--- config.mk ---
export PLATFORM = sky130hd
export DESIGN_NAME = ufst_ram
export DESIGN_NICKNAME = d
export VERILOG_FILES = /design/src/ufst_ram.sv
export SDC_FILE = /design/constraint.sdc
export NUM_CORES = 1
export LEC_CHECK = 0
export BUFFER_PORTS_ARGS = -buffer_cell sky130_fd_sc_hd__clkbuf_2
export CAP_MARGIN = 10
export CELL_PAD_IN_SITES_DETAIL_PLACEMENT = 0
export CELL_PAD_IN_SITES_GLOBAL_PLACEMENT = 1
export CORE_MARGIN = 10
export CORE_UTILIZATION = 45
export CTS_CLUSTER_DIAMETER = 120
export CTS_CLUSTER_SIZE = 24
export DETAILED_ROUTE_END_ITERATION = 7
export GPL_ROUTABILITY_DRIVEN = 0
export PLACE_DENSITY_LB_ADDON = 0.1
export SYNTH_ARGS = -nofsm -noshare
export SYNTH_HDL_FRONTEND = slang
export SYNTH_SLANG_ARGS = --single-unit
--- constraint.sdc ---
create_clock -name clk -period 2.6 [get_ports clk]
set_clock_uncertainty 0.1 [all_clocks]
set_input_delay 0.39 -clock clk [delete_from_list [all_inputs] [get_ports clk]]
set_output_delay 0.39 -clock clk [all_outputs]
set_load 0.01 [all_outputs]
--- src/ufst_ram.sv ---
`timescale 1ns / 1ps
// ----------------------------------------------------------------------------
// Union-find spanning tree RAM
// Generic simple dual-port memory with one write port and a registered read.
// ----------------------------------------------------------------------------
module ufst_ram #(
	parameter int WIDTH = 8,
	parameter int DEPTH = 16
) (
	input  logic                     clk,
	input  logic                     we,
	input  logic [$clog2(DEPTH)-1:0] waddr,
	input  logic [WIDTH-1:0]         wdata,
	input  logic                     re,
	input  logic [$clog2(DEPTH)-1:0] raddr,
	output logic [WIDTH-1:0]         rdata
);

	logic [WIDTH-1:0] mem [DEPTH];

	always_ff @(posedge clk) begin
		if (we) begin
			mem[waddr] <= wdata;
		end
		if (re) begin
			rdata <= mem[raddr];
		end
	end

endmodule

* Word level (Yosys, flattened, before mapping)
Memories as Yosys holds them, arrays and structs flattened. A register that Yosys moved wholly into a read port is not among the register bits.
Index checks and enable logic that the tools add are counted.
** Storage, ports and cells
- Bits in registers :: 0
- Latch bits :: 0
- RAM bits :: 128
- Memory bits (read-only) :: 0
- Bits of input ports :: 19
- Word-level logic and storage cells :: 3
- Memories :: 1
** Memory list
- mem :: words 16, width 8, read ports 1, clocked after memory_dff 1, write ports 1, RTL line 19 : logic [WIDTH-1:0] mem [DEPTH];
** Cells by class
- Add/sub/neg operators :: 0
- $mul :: 0
- Div/mod/pow operators :: 0
- Order comparisons :: 0
- Eq/ne operators :: 0
- Shift-type cells :: 0
- Muxes and demuxes :: 2
- Bitwise gates (word level) :: 0
- Reduce and logical (&&, ||, !) cells :: 0
** Operators with widths (number)
- $mux W1 :: 2

* Logic depth before layout (Yosys ltp)
- Depth after elaboration :: 2
- Gate-level depth with buffers :: 5
- Depth with buffers taken out :: 3

* Worst setup path before layout
Ideal clock, no wire load.
- Kind :: input to register
- Start point :: input port waddr[2]
- End point :: memory mem[0][0], enable pin
- Data arrival time :: 1500 ps
- Slack :: 617 ps
- Stages :: 2
- Buffers on the path :: 0
- Cell sequence :: or3b_2 -> nor3_1
** RTL lines
- from (decl) :: RTL line 12 : input logic [$clog2(DEPTH)-1:0] waddr,
- to (decl) :: RTL line 19
Straight into the memory's write port.

==> implementation parameters <==
Parameter                              Value

Worst setup path
  Worst reg2reg path depth ... 3
  Largest fanout on the critical path ... 7
  Worst reg2reg setup slack ... 0.99 ns
  Crit path required time ... 2.66 ns
  Data arrival at the endpoint of the critical path ... 1.82 ns
  Startpoint class of the critical path ... primary input
  RR Endpoint ... rdata[5]
  Worst setup EP type ... flop
  Kind of critical path ... primary input to flop
  Launching point of the worst reg2reg path ... mem[1][5]

Cells and area
  Count of antenna diodes in the layout ... 0
  Final standard cell utilization of the core ... 55.1%
  Number of nets in the finished design ... 304
  Area grow syn2layout ... 20.4%
  Layout cell share with drive strength beyond 1 ... 32.9%

Synth
  Average size of a mapped cell ... 22.8 um2
  Fraction of synthesized cell area taken by the top area cell type ... 78.1%
  Sequential share of the synthesized area ... 78.1%
  Most used flip-flop cell after synthesis ... sky130_fd_sc_hd__edfxtp_1
  Number of enable-type register cells in the synthesized netlist ... 136
  Post-Synthesis Net Count ... 248
  Post-synth cell types ... 18
  Synth async-reset ratio ... 0%
  Cell taking the most area after synthesis ... sky130_fd_sc_hd__edfxtp_1
  Number of warnings reported in the yosys synthesis log ... 0
  Synthesized cell area ... 0.00523 mm2
  Gate Count Post-Synth ... 229
  Area contributors post-synth ... sky130_fd_sc_hd__edfxtp_1 (78%), sky130_fd_sc_hd__mux4_2 (7.8%), sky130_fd_sc_hd__mux4_1 (7.0%)
  FF+latch count, synth ... 136

Worst hold path
  Worst-case hold path end point ... rdata[4]
  Number of stages on the worst hold path ... 1
  Worst min-delay path startpoint ... re
  Type of the worst min-delay path ... primary input to flop

CTS
  CTS H-tree depth ... 4
  Worst-case clock buffer depth ... 2
  Total setup buffers inserted after CTS ... 0
  Clk Latency, worst-skew pair ... 0.41 ns
  Clock tree root buffer cell ... sky130_fd_sc_hd__clkbuf_16
  Clock edge transition at the registers on the reported setup and hold paths ... 0.06 ns
  Number of hold-repair buffers added at the cts stage ... 0
  Resized Gates After CTS ... 0
  Number of buffers inserted during clock tree synthesis ... 17
  CTS tree ... built
  Clock Sinks ... 136

Pwr
  Proportion of power drawn by the clock network ... 48.8%
  Net switching power of the design ... 1.03 mW
  Worst supply voltage drop on vdd ... 454 uV
  Portion of total power attributed to sequential cells ... 46.8%
  Combinational cell fraction of total power ... 4.4%
  Total power consumption of the routed design ... 5.30 mW
  Internal power component ... 4.28 mW
  Leakage power ... 2.14 nW
  Pwr dens ... 842 mW/mm2
  Switching share of total power ... 19.4%

Detailed routing
  Starting DRT DRC Count ... 160
  Final routed DRC violation total ... 0
  Total Routed Length ... 9.96 mm
  Post-detailed-route count of antenna-violating nets ... 0
  Length of the first detailed-routing pass in iterations ... 6
  Mean routed wirelength per cell ... 22.6 um
  Via total after detailed routing ... 2,438
  Via-per-instance ratio ... 5.53

Timing
  Hold violation count in the final report ... 0
  Fin crit period ... 1.76 ns
  Count of pins over their slew limit ... 0
  Tightest Pin Transition ... 0.724 ns
  Maximum achievable frequency ... 568 MHz
  Setup-failing EPs final ... 0
  Worst slew margin relative to its limit ... 51.5%
  Final hold slack ... 0.295 ns
  Setup TNS ... 0 ns
  RSZ-0062 raised after global routing ... no
  Final critical-path share of the clock period ... 67.7%

Floorplan
  Area of the core region ... 0.0114 mm2
  Area of the die ... 0.0163 mm2
  Starting density of the core ... 45.8%
  Standard-cell row count ... 39
  Floorplan die height ... 128 um
  Width of the die ... 128 um
  Count of pins on the block boundary ... 27

Global route
  Via count of the first global-routing pass ... 2,669
  Global route overflow ... 0
  First-pass GRT wire length ... 15.5 mm
  Number of antenna violations at the first check in global routing ... 0
  Pin count of the biggest net entering global routing ... 33
  Overall global routing resource usage ... 13.1%

Place
  Detailed Place HPWL ... 6.61 mm
  IO Port Bufs ... 26

Run status
  Run status ... completed

Run
  Max-cap violations ... 0
[cells in the final DEF, fill, tap and decap left out, types with 2 or more instances in the layout]
| master | Yosys | routed |
|---|---|---|
| sky130_fd_sc_hd__clkinvlp_4 | 0 | 4 |
| sky130_fd_sc_hd__clkinv_4 | 0 | 2 |
| sky130_fd_sc_hd__buf_12 | 0 | 3 |
| sky130_fd_sc_hd__edfxtp_1 | 136 | 136 |
| sky130_fd_sc_hd__nand2b_1 | 2 | 2 |
| sky130_fd_sc_hd__buf_4 | 1 | 18 |
| sky130_fd_sc_hd__nand2_1 | 9 | 9 |
| sky130_fd_sc_hd__clkbuf_16 | 0 | 17 |
| sky130_fd_sc_hd__nand3b_1 | 2 | 2 |
| sky130_fd_sc_hd__bufinv_16 | 0 | 5 |
| sky130_fd_sc_hd__clkbuf_2 | 0 | 26 |
| sky130_fd_sc_hd__mux4_2 | 18 | 18 |
| sky130_fd_sc_hd__a22oi_1 | 16 | 16 |
| sky130_fd_sc_hd__inv_6 | 0 | 2 |
| sky130_fd_sc_hd__clkinv_2 | 0 | 2 |
| sky130_fd_sc_hd__nor3_1 | 4 | 4 |
| sky130_fd_sc_hd__nor2_1 | 13 | 13 |
| sky130_fd_sc_hd__mux4_1 | 14 | 14 |
[cell usage after synthesis, drive strengths merged (2+ instances only)]
cell type / n
edfxtp: 136
mux4: 32
a22oi: 16
nor2: 13
nand2: 9
buf: 7
nor3: 4
clkdlybuf4s25: 3
nand2b: 2
nand3b: 2
[cells by family after synthesis]
group                  Yosys count  share of synthesized area [%]
and+or+nand+nor                 35                           3.14
buffers and inverters           10                           1.65
DFF                            136                           78.1
AOI/OAI and AO/OA               16                           2.30
muxes                           32                           14.8
[power by group through the flow]
stage	combinational (mW)	clock (mW)	sequential, mW
global route	0.253	2.73	2.49
global placement	0.236	0	2.53
detailed placement	0.238	0	2.53
finish	0.232	2.59	2.48
floorplan	0.125	0	2.53
CTS	0.239	2.63	2.48
[cell type report]
cell class / instances / area [um2]
Fill cell: 882 / 5120
Sequential cell: 136 / 4080
Multi-Input combinational cell: 83 / 1060
Clock buffer: 17 / 425
Timing Repair Buffer: 47 / 325
Clock inverter: 15 / 225
Tap cell: 143 / 179
[through the flow]
| step | setup slack (ns) | cell area, um2 | std cells |
|---|---|---|---|
| after floorplan | 0.617 | 5230 | 229 |
| after global placement | 0.422 | 5650 | 409 |
| after detailed placement | 0.406 | 5650 | 409 |
| after CTS | 0.847 | 6300 | 441 |
| after global routing | 0.742 | 6300 | 441 |
| final | 0.839 | 6300 | 441 |
[critical path: stages]
cell	delay [ns]
sky130_fd_sc_hd__clkbuf_2	0.27
sky130_fd_sc_hd__buf_4	0.26
sky130_fd_sc_hd__mux4_1	0.56
sky130_fd_sc_hd__a22oi_1	0.26
sky130_fd_sc_hd__nand2_1	0.08
[sequential cells by signal, summed over array words and instances, names as in the netlist]
register and count:
mem 128, rdata 8
[routing by layer]
metal | vias up | GRT usage, % | share of wire [%]
met5 | - | 0 | 0
met4 | 0 | 5.89 | 1.4
met3 | 13 | 3.64 | 3.8
met2 | 60 | 19.8 | 49
met1 | 1268 | 17.2 | 46
li1 | 1097 | - | -
[worst max path at each step]
stage / start / to / slack [ns] / depth (start not counted)
floorplan: waddr[2] / mem[0][0] / 0.62 / 2
global placement: raddr[0] / rdata[7] / 0.42 / 5
detailed placement: raddr[0] / rdata[0] / 0.41 / 5
CTS: raddr[0] / rdata[0] / 0.85 / 5
global route: raddr[0] / rdata[7] / 0.74 / 5
finish: raddr[0] / rdata[0] / 0.84 / 5
Note: power is estimated with default switching activity, not from simulation.
